[src/pbvi_pkg.sv]
package pbvi_pkg;

	// Command codes carried in the input tuser field.
	localparam logic [1:0] FUNC_TICK    = 2'd0;
	localparam logic [1:0] FUNC_FORCE   = 2'd1;
	localparam logic [1:0] FUNC_REFLECT = 2'd2;
	localparam logic [1:0] FUNC_SETVEL  = 2'd3;

	// Configuration register indexes.
	localparam logic [2:0] CFG_MASS      = 3'd0;
	localparam logic [2:0] CFG_REST      = 3'd1;
	localparam logic [2:0] CFG_GRAV_ON   = 3'd2;
	localparam logic [2:0] CFG_GRAV_STEP = 3'd3;
	localparam logic [2:0] CFG_LIMIT_X   = 3'd4;
	localparam logic [2:0] CFG_LIMIT_Y   = 3'd5;

	// Quotient bits produced for each kind of division.
	localparam logic [5:0] FORCE_DIV_STEPS = 6'd32;
	localparam logic [5:0] REFL_DIV_STEPS  = 6'd26;

	// Request into the shared radix-2 divider.
	typedef struct packed {
		logic        start;
		logic [48:0] rem0;
		logic [31:0] bits;
		logic [5:0]  count;
		logic [48:0] divisor;
	} div_req_t;

	// Status and result of the shared divider.
	typedef struct packed {
		logic        busy;
		logic        done;
		logic [31:0] quo;
	} div_rsp_t;

endpackage

[src/point_body_velocity_integrator.sv]
// Point body integrator: holds a 2D position (signed Q24.8) and velocity
// (signed Q16.8) and applies one command per request: tick, add force,
// reflect about an unnormalized normal, or set velocity. Every request yields
// one result with the position and velocity after it. The block takes one
// request at a time through a sequencer around a single shared multiplier and
// a single radix-2 divider. An add force runs two 32-bit divisions by the mass,
// a reflect two 26-bit divisions by the squared normal length and ten
// multiplies; a reflect with a zero normal skips the divisions. The input is
// ready again in the cycle after the result is placed in the output register,
// which holds it until it is taken. Configuration writes are always accepted.
module point_body_velocity_integrator (
	input  logic         clk,
	input  logic         arst_n,
	input  logic         s_tvalid,
	output logic         s_tready,
	input  logic [71:0]  s_tdata,  // arg_x[23:0], arg_y[47:24], dt[64:48], zero pad
	input  logic [1:0]   s_tuser,  // func[1:0]
	output logic         m_tvalid,
	input  logic         m_tready,
	output logic [111:0] m_tdata,  // pos_x[31:0], pos_y[63:32], vel_x[87:64], vel_y[111:88]
	input  logic         cfg_valid,
	output logic         cfg_ready,
	input  logic [2:0]   cfg_index,
	input  logic [23:0]  cfg_data
);
	import pbvi_pkg::*;

	localparam logic [4:0] S_IDLE  = 5'd0;
	localparam logic [4:0] S_T_MX  = 5'd1;
	localparam logic [4:0] S_T_MY  = 5'd2;
	localparam logic [4:0] S_T_PY  = 5'd3;
	localparam logic [4:0] S_F_STX = 5'd4;
	localparam logic [4:0] S_F_WX  = 5'd5;
	localparam logic [4:0] S_F_STY = 5'd6;
	localparam logic [4:0] S_F_WY  = 5'd7;
	localparam logic [4:0] S_R_NN0 = 5'd8;
	localparam logic [4:0] S_R_NN1 = 5'd9;
	localparam logic [4:0] S_R_VN0 = 5'd10;
	localparam logic [4:0] S_R_VN1 = 5'd11;
	localparam logic [4:0] S_R_CHK = 5'd12;
	localparam logic [4:0] S_R_P0  = 5'd13;
	localparam logic [4:0] S_R_P1  = 5'd14;
	localparam logic [4:0] S_R_DST = 5'd15;
	localparam logic [4:0] S_R_DW  = 5'd16;
	localparam logic [4:0] S_R_SCX = 5'd17;
	localparam logic [4:0] S_R_SCY = 5'd18;
	localparam logic [4:0] S_R_SCE = 5'd19;
	localparam logic [4:0] S_OUT   = 5'd20;

	localparam logic signed [33:0] V_MAX = 34'sd8388607;
	localparam logic signed [33:0] V_MIN = -34'sd8388608;
	localparam logic signed [33:0] P_MAX = 34'sd2147483647;
	localparam logic signed [33:0] P_MIN = -34'sd2147483648;

	function automatic logic signed [23:0] sat24(input logic signed [33:0] v);
		if (v > V_MAX) return 24'sh7FFFFF;
		else if (v < V_MIN) return 24'sh800000;
		else return $signed(v[23:0]);
	endfunction

	function automatic logic signed [31:0] sat32(input logic signed [33:0] v);
		if (v > P_MAX) return 32'sh7FFFFFFF;
		else if (v < P_MIN) return 32'sh80000000;
		else return $signed(v[31:0]);
	endfunction

	function automatic logic signed [33:0] qneg_force(input logic signed [23:0] a,
			input logic [31:0] q);
		if (a[23]) return -$signed({2'b00, q});
		else return $signed({2'b00, q});
	endfunction

	// Configuration registers.
	logic [23:0]        mass_q;
	logic [15:0]        rest_q;
	logic               grav_on_q;
	logic signed [15:0] grav_q;
	logic [22:0]        lim_x_q;
	logic [22:0]        lim_y_q;

	// Body state.
	logic signed [23:0] vx_q, vy_q;
	logic signed [31:0] px_q, py_q;

	// Sequencer and working registers.
	logic [4:0]         state_q;
	logic               axis_q;
	logic signed [23:0] ax_q, ay_q;
	logic [16:0]        dt_q;
	logic signed [26:0] rvx_q, rvy_q;
	logic [48:0]        nn_q;
	logic signed [48:0] vn_q;
	logic [47:0]        lo_q;
	logic signed [52:0] prod_q;
	logic               m_tvalid_q;
	logic [111:0]       m_data_q;

	logic signed [27:0] mul_a;
	logic signed [24:0] mul_b;
	logic signed [52:0] prod;
	logic signed [23:0] a_sel;
	logic [23:0]        amag;
	logic               qneg;
	logic [47:0]        vnm;
	logic signed [48:0] vn_abs;
	logic [71:0]        dvd;
	logic [23:0]        mass_eff;
	div_req_t           div_req;
	div_rsp_t           div_rsp;

	logic signed [52:0] tick_adj;
	logic signed [52:0] sc_adj;
	logic signed [23:0] sc_val;
	logic signed [33:0] f_acc;
	logic signed [33:0] f_sum;
	logic signed [23:0] f_sat;
	logic signed [23:0] f_lim;
	logic signed [23:0] f_clamp;
	logic signed [26:0] r_q;
	logic signed [26:0] r_new;

	assign s_tready  = (state_q == S_IDLE);
	assign cfg_ready = 1'b1;
	assign m_tvalid  = m_tvalid_q;
	assign m_tdata   = m_data_q;

	// Operand magnitudes and signs for the current axis.
	assign a_sel    = axis_q ? ay_q : ax_q;
	assign amag     = a_sel[23] ? 24'(-a_sel) : a_sel;
	assign vn_abs   = vn_q[48] ? -vn_q : vn_q;
	assign vnm      = vn_abs[47:0];
	assign qneg     = a_sel[23] ^ vn_q[48];
	assign mass_eff = (mass_q == 24'd0) ? 24'd1 : mass_q;

	// Shared multiplier operand selection.
	always_comb begin
		mul_a = '0;
		mul_b = '0;
		unique case (state_q)
			S_T_MX: begin
				mul_a = 28'(vx_q);
				mul_b = $signed({8'b0, dt_q});
			end
			S_T_MY: begin
				mul_a = 28'(vy_q);
				mul_b = $signed({8'b0, dt_q});
			end
			S_R_NN0: begin
				mul_a = 28'(ax_q);
				mul_b = 25'(ax_q);
			end
			S_R_NN1: begin
				mul_a = 28'(ay_q);
				mul_b = 25'(ay_q);
			end
			S_R_VN0: begin
				mul_a = 28'(vx_q);
				mul_b = 25'(ax_q);
			end
			S_R_VN1: begin
				mul_a = 28'(vy_q);
				mul_b = 25'(ay_q);
			end
			S_R_P0: begin
				mul_a = $signed({4'b0, amag});
				mul_b = $signed({1'b0, vnm[23:0]});
			end
			S_R_P1: begin
				mul_a = $signed({4'b0, amag});
				mul_b = $signed({1'b0, vnm[47:24]});
			end
			S_R_SCX: begin
				mul_a = 28'(rvx_q);
				mul_b = $signed({9'b0, rest_q});
			end
			S_R_SCY: begin
				mul_a = 28'(rvy_q);
				mul_b = $signed({9'b0, rest_q});
			end
			default: begin
				mul_a = '0;
				mul_b = '0;
			end
		endcase
	end

	assign prod = mul_a * mul_b;

	always_ff @(posedge clk) begin
		prod_q <= prod;
	end

	// Rescaling with truncation toward zero.
	assign tick_adj = prod_q + (prod_q[52] ? 53'sd65535 : 53'sd0);
	assign sc_adj   = prod_q + (prod_q[52] ? 53'sd32767 : 53'sd0);
	assign sc_val   = sat24($signed(sc_adj[48:15]));

	// Add force: apply the quotient, saturate, then clamp to the speed limit.
	assign f_acc   = qneg_force(a_sel, div_rsp.quo);
	assign f_sum   = 34'(axis_q ? vy_q : vx_q) + f_acc;
	assign f_sat   = sat24(f_sum);
	assign f_lim   = $signed({1'b0, (axis_q ? lim_y_q : lim_x_q)});
	assign f_clamp = (f_sat > f_lim) ? f_lim : ((f_sat < -f_lim) ? -f_lim : f_sat);

	// Reflect: subtract the signed quotient from the working velocity.
	assign r_q   = $signed({1'b0, div_rsp.quo[25:0]});
	assign r_new = qneg ? ((axis_q ? rvy_q : rvx_q) + r_q) : ((axis_q ? rvy_q : rvx_q) - r_q);

	// Doubled product of normal component and dot product.
	assign dvd = {({prod_q[46:0], 24'b0} + {23'b0, lo_q}), 1'b0};

	// Divider requests.
	always_comb begin
		div_req = '0;
		unique case (state_q)
			S_F_STX, S_F_STY: begin
				div_req.start   = 1'b1;
				div_req.rem0    = '0;
				div_req.bits    = {amag, 8'b0};
				div_req.count   = FORCE_DIV_STEPS;
				div_req.divisor = {25'b0, mass_eff};
			end
			S_R_DST: begin
				div_req.start   = 1'b1;
				div_req.rem0    = {3'b0, dvd[71:26]};
				div_req.bits    = {dvd[25:0], 6'b0};
				div_req.count   = REFL_DIV_STEPS;
				div_req.divisor = nn_q;
			end
			default: div_req = '0;
		endcase
	end

	pbvi_divider u_div (
		.clk    (clk),
		.arst_n (arst_n),
		.req    (div_req),
		.rsp    (div_rsp)
	);

	// Request capture and working payload.
	always_ff @(posedge clk) begin
		if (s_tvalid && s_tready) begin
			ax_q  <= $signed(s_tdata[23:0]);
			ay_q  <= $signed(s_tdata[47:24]);
			dt_q  <= s_tdata[64:48];
			rvx_q <= 27'(vx_q);
			rvy_q <= 27'(vy_q);
		end
		unique case (state_q)
			S_R_NN1: nn_q <= prod_q[48:0];
			S_R_VN0: nn_q <= nn_q + prod_q[48:0];
			S_R_VN1: vn_q <= prod_q[48:0];
			S_R_CHK: vn_q <= vn_q + prod_q[48:0];
			S_R_P1:  lo_q <= prod_q[47:0];
			S_R_DW: begin
				if (div_rsp.done) begin
					if (axis_q) rvy_q <= r_new;
					else rvx_q <= r_new;
				end
			end
			default: begin
			end
		endcase
	end

	// Configuration writes.
	always_ff @(posedge clk or negedge arst_n) begin
		if (!arst_n) begin
			mass_q    <= 24'd256;
			rest_q    <= 16'd32768;
			grav_on_q <= 1'b0;
			grav_q    <= 16'sd2509;
			lim_x_q   <= 23'd1280000;
			lim_y_q   <= 23'd1280000;
		end else if (cfg_valid) begin
			unique case (cfg_index)
				CFG_MASS:      mass_q    <= cfg_data;
				CFG_REST:      rest_q    <= cfg_data[15:0];
				CFG_GRAV_ON:   grav_on_q <= cfg_data[0];
				CFG_GRAV_STEP: grav_q    <= $signed(cfg_data[15:0]);
				CFG_LIMIT_X:   lim_x_q   <= cfg_data[22:0];
				CFG_LIMIT_Y:   lim_y_q   <= cfg_data[22:0];
				default: begin
				end
			endcase
		end
	end

	// Command sequencer, body state and output register.
	always_ff @(posedge clk or negedge arst_n) begin
		if (!arst_n) begin
			state_q    <= S_IDLE;
			axis_q     <= 1'b0;
			vx_q       <= '0;
			vy_q       <= '0;
			px_q       <= '0;
			py_q       <= '0;
			m_tvalid_q <= 1'b0;
		end else begin
			// The output valid is set when a result is loaded and cleared when it is taken.
			if (state_q == S_OUT && (!m_tvalid_q || m_tready)) m_tvalid_q <= 1'b1;
			else if (m_tready) m_tvalid_q <= 1'b0;
			unique case (state_q)
				S_IDLE: begin
					if (s_tvalid) begin
						axis_q <= 1'b0;
						unique case (s_tuser)
							FUNC_TICK: begin
								if (grav_on_q) vy_q <= sat24(34'(vy_q) + 34'(grav_q));
								state_q <= S_T_MX;
							end
							FUNC_FORCE:   state_q <= S_F_STX;
							FUNC_REFLECT: state_q <= S_R_NN0;
							default: begin
								vx_q    <= $signed(s_tdata[23:0]);
								vy_q    <= $signed(s_tdata[47:24]);
								state_q <= S_OUT;
							end
						endcase
					end
				end
				S_T_MX: state_q <= S_T_MY;
				S_T_MY: begin
					px_q    <= sat32(34'(px_q) + $signed(tick_adj[49:16]));
					state_q <= S_T_PY;
				end
				S_T_PY: begin
					py_q    <= sat32(34'(py_q) + $signed(tick_adj[49:16]));
					state_q <= S_OUT;
				end
				S_F_STX: state_q <= S_F_WX;
				S_F_WX: begin
					if (div_rsp.done) begin
						vx_q    <= f_clamp;
						axis_q  <= 1'b1;
						state_q <= S_F_STY;
					end
				end
				S_F_STY: state_q <= S_F_WY;
				S_F_WY: begin
					if (div_rsp.done) begin
						vy_q    <= f_clamp;
						state_q <= S_OUT;
					end
				end
				S_R_NN0: state_q <= S_R_NN1;
				S_R_NN1: state_q <= S_R_VN0;
				S_R_VN0: state_q <= S_R_VN1;
				S_R_VN1: state_q <= S_R_CHK;
				S_R_CHK: state_q <= (nn_q == 49'd0) ? S_R_SCX : S_R_P0;
				S_R_P0:  state_q <= S_R_P1;
				S_R_P1:  state_q <= S_R_DST;
				S_R_DST: state_q <= S_R_DW;
				S_R_DW: begin
					if (div_rsp.done) begin
						if (axis_q) begin
							state_q <= S_R_SCX;
						end else begin
							axis_q  <= 1'b1;
							state_q <= S_R_P0;
						end
					end
				end
				S_R_SCX: state_q <= S_R_SCY;
				S_R_SCY: begin
					vx_q    <= sc_val;
					state_q <= S_R_SCE;
				end
				S_R_SCE: begin
					vy_q    <= sc_val;
					state_q <= S_OUT;
				end
				S_OUT: begin
					if (!m_tvalid_q || m_tready) begin
						state_q <= S_IDLE;
					end
				end
				default: state_q <= S_IDLE;
			endcase
		end
	end

	// Result payload, loaded when the result is handed to the output.
	always_ff @(posedge clk) begin
		if (state_q == S_OUT && (!m_tvalid_q || m_tready)) begin
			m_data_q <= {vy_q, vx_q, py_q, px_q};
		end
	end

endmodule

[src/pbvi_divider.sv]
module pbvi_divider (
	input  logic               clk,
	input  logic               arst_n,
	input  pbvi_pkg::div_req_t req,
	output pbvi_pkg::div_rsp_t rsp
);
	import pbvi_pkg::*;

	logic [48:0] rem_q;
	logic [48:0] div_q;
	logic [31:0] shf_q;
	logic [31:0] quo_q;
	logic [5:0]  cnt_q;
	logic        busy_q;
	logic        done_q;
	logic [49:0] trial;
	logic [50:0] diff;
	logic        take;

	// One restoring step: shift in the next dividend bit and try a subtract.
	assign trial = {rem_q, shf_q[31]};
	assign diff  = {1'b0, trial} - {2'b00, div_q};
	assign take  = !diff[50];

	// Sequencing of the iteration count.
	always_ff @(posedge clk or negedge arst_n) begin
		if (!arst_n) begin
			busy_q <= 1'b0;
			done_q <= 1'b0;
			cnt_q  <= '0;
		end else begin
			done_q <= 1'b0;
			if (req.start) begin
				busy_q <= 1'b1;
				cnt_q  <= req.count;
			end else if (busy_q) begin
				cnt_q <= cnt_q - 6'd1;
				if (cnt_q == 6'd1) begin
					busy_q <= 1'b0;
					done_q <= 1'b1;
				end
			end
		end
	end

	// Remainder, dividend and quotient registers.
	always_ff @(posedge clk) begin
		if (req.start) begin
			rem_q <= req.rem0;
			shf_q <= req.bits;
			div_q <= req.divisor;
			quo_q <= '0;
		end else if (busy_q) begin
			rem_q <= take ? diff[48:0] : trial[48:0];
			shf_q <= {shf_q[30:0], 1'b0};
			quo_q <= {quo_q[30:0], take};
		end
	end

	assign rsp = '{busy: busy_q, done: done_q, quo: quo_q};

endmodule

[config.mk]
export PLATFORM = sky130hd
export DESIGN_NAME = point_body_velocity_integrator
export DESIGN_NICKNAME = d
export VERILOG_FILES = /design/src/pbvi_pkg.sv /design/src/point_body_velocity_integrator.sv /design/src/pbvi_divider.sv
export SDC_FILE = /design/constraint.sdc
export NUM_CORES = 2
export LEC_CHECK = 0
export BUFFER_PORTS_ARGS = -buffer_cell sky130_fd_sc_hd__buf_2
export CAP_MARGIN = 20
export CORE_UTILIZATION = 40
export DETAILED_ROUTE_END_ITERATION = 10
export SYNTH_ARGS = -nofsm -noshare
export SYNTH_HDL_FRONTEND = slang
export SYNTH_SLANG_ARGS = --single-unit
[constraint.sdc]
create_clock -name clk -period 24.2 [get_ports clk]
set_input_delay 1.21 -clock clk [delete_from_list [all_inputs] [get_ports clk]]
set_output_delay 1.21 -clock clk [all_outputs]
set_load 0.01 [all_outputs]
# [After elaboration in Yosys (flattened, before gate mapping)]
# Cells that the tools add are included.
[op_classes] addsub=17 n_mul=1 div=0 order_cmp=12 n_eq_ne=37 n_shift=0 mux=71 n_bitwise=1 reduce_logical=39
[ops] operator="2-to-1 mux 24 bit" count=16
[ops] operator="case mux 137 bit (2 select lines)" count=1
[ops] operator="2-to-1 mux 27 bit" count=10
[ops] operator="case mux 28 bit (7 select lines)" count=1
[ops] operator="case mux 49 bit (2 select lines)" count=2
[ops] operator="2-to-1 mux 32 bit" count=6
[ops] operator="case mux 25 bit (6 select lines)" count=1
[ops] operator="2-to-1 mux 49 bit" count=3
[ops] operator="case mux 24 bit (3 select lines)" count=2
[ops] operator="case mux 5 bit (20 select lines)" count=1
[ops] operator="adder 49 bit" count=2
[ops] operator="adder 71 x 48 -> 71 bit" count=1
[ops] operator="adder 32 x 34 -> 34 bit" count=2
[ops] operator="> comparator 34 x 24 -> 1 bit, second input constant" count=2
[ops] operator="> comparator 34 x 32 -> 1 bit, second input constant" count=2
[ops] operator="< comparator 34 x 24 -> 1 bit, second input constant" count=2
[ops] operator="< comparator 34 x 32 -> 1 bit, second input constant" count=2
[ops] operator="2-to-1 mux 34 bit" count=2
[ops] operator="multiplier 28 x 25 -> 53 bit" count=1
[ops] operator="subtractor 50 x 49 -> 51 bit" count=1
[ops] operator="adder 50 x 17 -> 50 bit" count=1
[ops] operator="adder 49 x 16 -> 49 bit" count=1
[ops] operator="zero test 49 bit" count=1
[ops] operator="2-to-1 mux 48 bit" count=1
[ops] operator="other kinds (52)" count=114
[word_totals] regBits=822 latch_bits=0 ram_bits=0 mem_bits_ro=0 out_inout_bits=115 wordCells=208 n_memories=0

# [Depth between registers and ports, before layout]
[depth] word_depth=11 ltp_mapped=43 ltp_nobuf=37

# [Hierarchy]
# A second synthesis with hierarchy kept.
[unflattened] cells_unflattened=8875 area_unflattened_um2=81499.4
[modules_own_cells] mod="point_body_velocity_integrator" instances=1 cells_each=7950 area_per_inst_um2=71823.9 seq_area_each_um2=17380.4
[modules_own_cells] mod="pbvi_divider" instances=1 cells_each=925 area_per_inst_um2=9675.5 seq_area_each_um2=4744.6

# [Worst setup path after synthesis]
# OpenSTA, ideal clock, no wires.
[synth_path] path_type="flip-flop to flip-flop" startpoint="reg axis_q" endpoint="reg prod_q[47]" arrival_time_ns=10.541 required_time_ns=24.118 slack_ns=13.577 stages_incl_launch_ff=40 path_buffers=6 period_less_slack_ns=10.623 cell_sequence="dfrtp_1 clkbuf_1 buf_4 buf_2 buf_2 buf_2 mux2i_1 ha_1 o221ai_1 o31ai_1 nand2_1 a21o_1 a21oi_1 xor2_1 nor2_1 a2111oi_0 clkbuf_1 nor2_1 [4 not listed] fa_1 inv_1 fa_1 fa_1 inv_1 fa_1 inv_1 ha_1 a21oi_1 nand2_1 a221o_1 a211oi_1 o31ai_1 a311o_1 a2111oi_2 nor4_1 or4_1 o2111ai_1"
[synth_between] elab_chain_len=5
[synth_lines] item="start, declared" line_no="point_body_velocity_integrator.sv:87" source="logic axis_q;"
[synth_lines] item="start signal, assigned" line_no="point_body_velocity_integrator.sv:294" source="axis_q <= 1'b0;"
[synth_lines] item="start signal, assigned" line_no="point_body_velocity_integrator.sv:307" source="axis_q <= 1'b0;"
[synth_lines] item="start signal, assigned" line_no="point_body_velocity_integrator.sv:336" source="axis_q <= 1'b1;"
[synth_lines] item="2-to-1 mux 24 bit *" line_no="point_body_velocity_integrator.sv:128" source="assign a_sel = axis_q ? ay_q : ax_q;"
[synth_lines] item="negator 24 bit" line_no="point_body_velocity_integrator.sv:129" source="assign amag = a_sel[23] ? 24'(-a_sel) : a_sel;"
[synth_lines] item="2-to-1 mux 24 bit *" line_no="point_body_velocity_integrator.sv:129"
[synth_lines] item="case mux 28 bit (7 select lines) *" line_no="point_body_velocity_integrator.sv:139" source="unique case (state_q)"
[synth_lines] item="multiplier 28 x 25 -> 53 bit *" line_no="point_body_velocity_integrator.sv:187" source="assign prod = mul_a * mul_b;"
[synth_lines] item="net prod[47]" line_no="point_body_velocity_integrator.sv:100" source="logic signed [52:0] prod;"
[synth_lines] item="end signal, assigned" line_no="point_body_velocity_integrator.sv:190" source="prod_q <= prod;"
[synth_lines] item="end, declared" line_no="point_body_velocity_integrator.sv:94" source="logic signed [52:0] prod_q;"
# The timed path passes the listed nets; every way through them passes the cells marked *.
# A chain may end at the register's enable or synchronous reset.

# [Worst setup path in the final report]
[layout_path] startpoint="reg axis_q" endpoint="reg prod_q[52]"
# Same word-level chain as after synthesis.

==> impl_metrics.ini <==
[run_status]
status = complete, no violations

[layout]
fin_area_mm2 = 0.0895
n_fill_cell = 19406
fin_nets = 10415
instances_no_fill = 11806
syn2layout_area_growth_pct = 10.3
drive_gt1_share_pct = 10.2

[worst_setup_path]
cpMaxStageDelayCell = dfrtp_4
slowest_delay_ps = 850
cp_max_fo = 57
arrival_ps = 13560
start_kind = flip-flop
r2r_setup_slack_ps = 11310
crit_top_cell = fa_1
cp-end-kind = flip-flop
worstSetupPathType = reg -> reg
cp.buffers_inverters = 8
crit_required_ps = 24870
path_delay_family = adder cells

[routing]
wl_met3_um = 23600
wl_um = 299000
vias = 68262
first_pass_iters = 6
ant_nets = 0
remaining_drc_errors = 0
top_layer = met5
wl_met1_um = 122000
routed_via_density = 5.78
drtIter0Drc = 6332
wl_met2_um = 133000
routedWlPerCell_um = 25.3

[synthesis]
synth.largest_area_cell = fa_1
syn_area_mm2 = 0.0811
synthFlopType = edfxtp_1
netlist_top_cells_count = 1011 x inv_1, 956 x nand2_1, 863 x nor2_1, 720 x fa_1, 535 x ha_1
synthTopCellsByArea = fa_1 18%, edfxtp_1 17%, ha_1 8.3%
synth_edf_count = 446
ys_ff_latch = 813
synth_nets = 10278
ys.warnings.count = 0
synth.distinct_cells = 104
synth.top_cell.area_share_pct = 17.8
seq_area_frac_synth_pct = 27.0
async_reset_ff_share_pct = 28.3
synth.avg_cell_area_um2 = 9.09
yosysMostFrequentCell = inv_1
synthCells = 8917

[placed_design]
place_area_mm2 = 0.0860
finalWeightedCongestion = 1.00
dp_cells = 11606
dp_hpwl_um = 233000
numPortBuffers = 212

[floorplanning]
rows = 164
core_mm2 = 0.200
die_y_um = 452
die-area_mm2 = 0.205
io_pins = 221
initial_core_util_pct = 40.4
fp.dieW_um = 452

[timing]
timing.fmax_ghz = 0.0776
slew_violations = 0
fin_crit_sh_pct = 53.3
timing.setup.tns_ps = 0
finalCriticalPeriod_ps = 12890
whs_ps = 471
skew_ps = 66.9
finalSetupViolCount = 0
hold_viol = 0
tightest_slew_ps = 1190
slew_headroom_pct = 18.9
rsz0062_at_grt = false

[clocking]
cts_tree = yes
path_clk_slew_ps = 60
htree_levels = 3
cts_root_buffer = clkbuf_16
clk_latency_ps = 760
post_cts_resized = 0
cts_buffer_depth = 3
holdBufCountCts = 0
numCtsBuffers = 95
cts_sinks = 813
post-cts-setup-buffers = 0

[global_route]
antenna_found_initial = 13
grt_first_pass_wirelength_um = 440000
overflow = 0
grt_pass1_vias = 67542
grt_max_degree = 96
grtUsageTotal_pct = 28.8

[run]
cap_viol_max_count = 0

[worst_hold_path]
hp-class = in -> async
## per-stage QoR
stage	util, %	worst slack (ps)
finish	44.6	11310
global route	44.6	10800
CTS	44.5	11030
detailed placement	42.9	11070
global placement	42.9	11160
floorplan	-	13580
## cell usage in the layout, fill, tap and decap left out, drive strengths merged, types with 50 or more instances in the layout
cell type     n
nand3       116
nor2b        53
a31oi        85
a21oi       518
o21a         62
o22ai        62
o21ai       432
nor2        867
nor4         50
mux2        170
dfxtp       137
nand4        61
a211oi       73
clkbuf      120
fa          720
dfrtp       211
nand2       958
buf         439
and2         85
and3         78
mux2i       113
o21bai       60
xor2        257
inv        1019
edfxtp      446
nor3        117
xnor2       297
a21o        166
nand2b       83
ha          535
## worst register-to-register path: cells and delay by family (launching register included)
kind                     cells  cell delay, ps
adder cells (fa/ha/maj)      8            4030
AO/OA/AOI/OAI               13            3900
buffers and inverters        8            1980
flip-flops                   1             850
XOR/XNOR                     2             760
multiplexers                 1             690
AND/OR/NAND/NOR              3             610
## worst paths after layout
| kind | startpoint | end | cells past startpoint |
|---|---|---|---|
| max | axis_q | prod_q[52] | 35 |
| min | arst_n | lim_x_q[9] | 1 |
| max reg2reg | axis_q | prod_q[52] | 35 |
| min reg2reg | py_q[15] | m_tdata[47] | 0 |
| max in group asynchronous | arst_n | rest_q[15] | 3 |
| min in group clk | py_q[15] | m_tdata[47] | 0 |
## kinds of logic (layout without fill, tap and decap cells)
logic type,after synthesis,count (layout),synth area share [%]
DFF,813,813,27.0
adders and majority gates,1267,1267,26.2
muxes,283,283,3.76
and+or+nand+nor,2628,2628,14.6
other,1,14,0.00462
AOI/OAI and AO/OA,1957,1957,15.8
xor gates and xnor gates,556,556,6.07
buffers and inverters,1412,1632,6.65
## layer usage
layer	vias to the layer above	GRT usage [%]
met2	2667	44.9
met1	34073	37.7
li1	30919	-
met3	597	5.30
met4	6	16.1
met5	-	0
## sequential cells by signal, indices dropped and copies added, names as in the netlist, 25 cells and up
signal,count
m_tdata,112
px_q,32
lo_q,48
u_div.shf_q,25
u_div.div_q,49
rvx_q,27
rvy_q,27
vn_q,49
u_div.rem_q,49
py_q,32
nn_q,49
prod_q,51
u_div.quo_q,32
## cell type report
cell class	count	area, um^2	share of cell area (%)
clock buffers	120	2620	2.92
multi-input cells	6692	54200	60.6
repair buffers	439	2860	3.20
inverters	1013	3810	4.26
diodes	13	32.5	0.0364
flip-flops and latches	813	21900	24.5
well taps	2656	3320	3.71
clock inverters	60	722	0.807
Power is not shown: default switching activity piles up to over one toggle a cycle in this logic, so the estimate is an artifact.
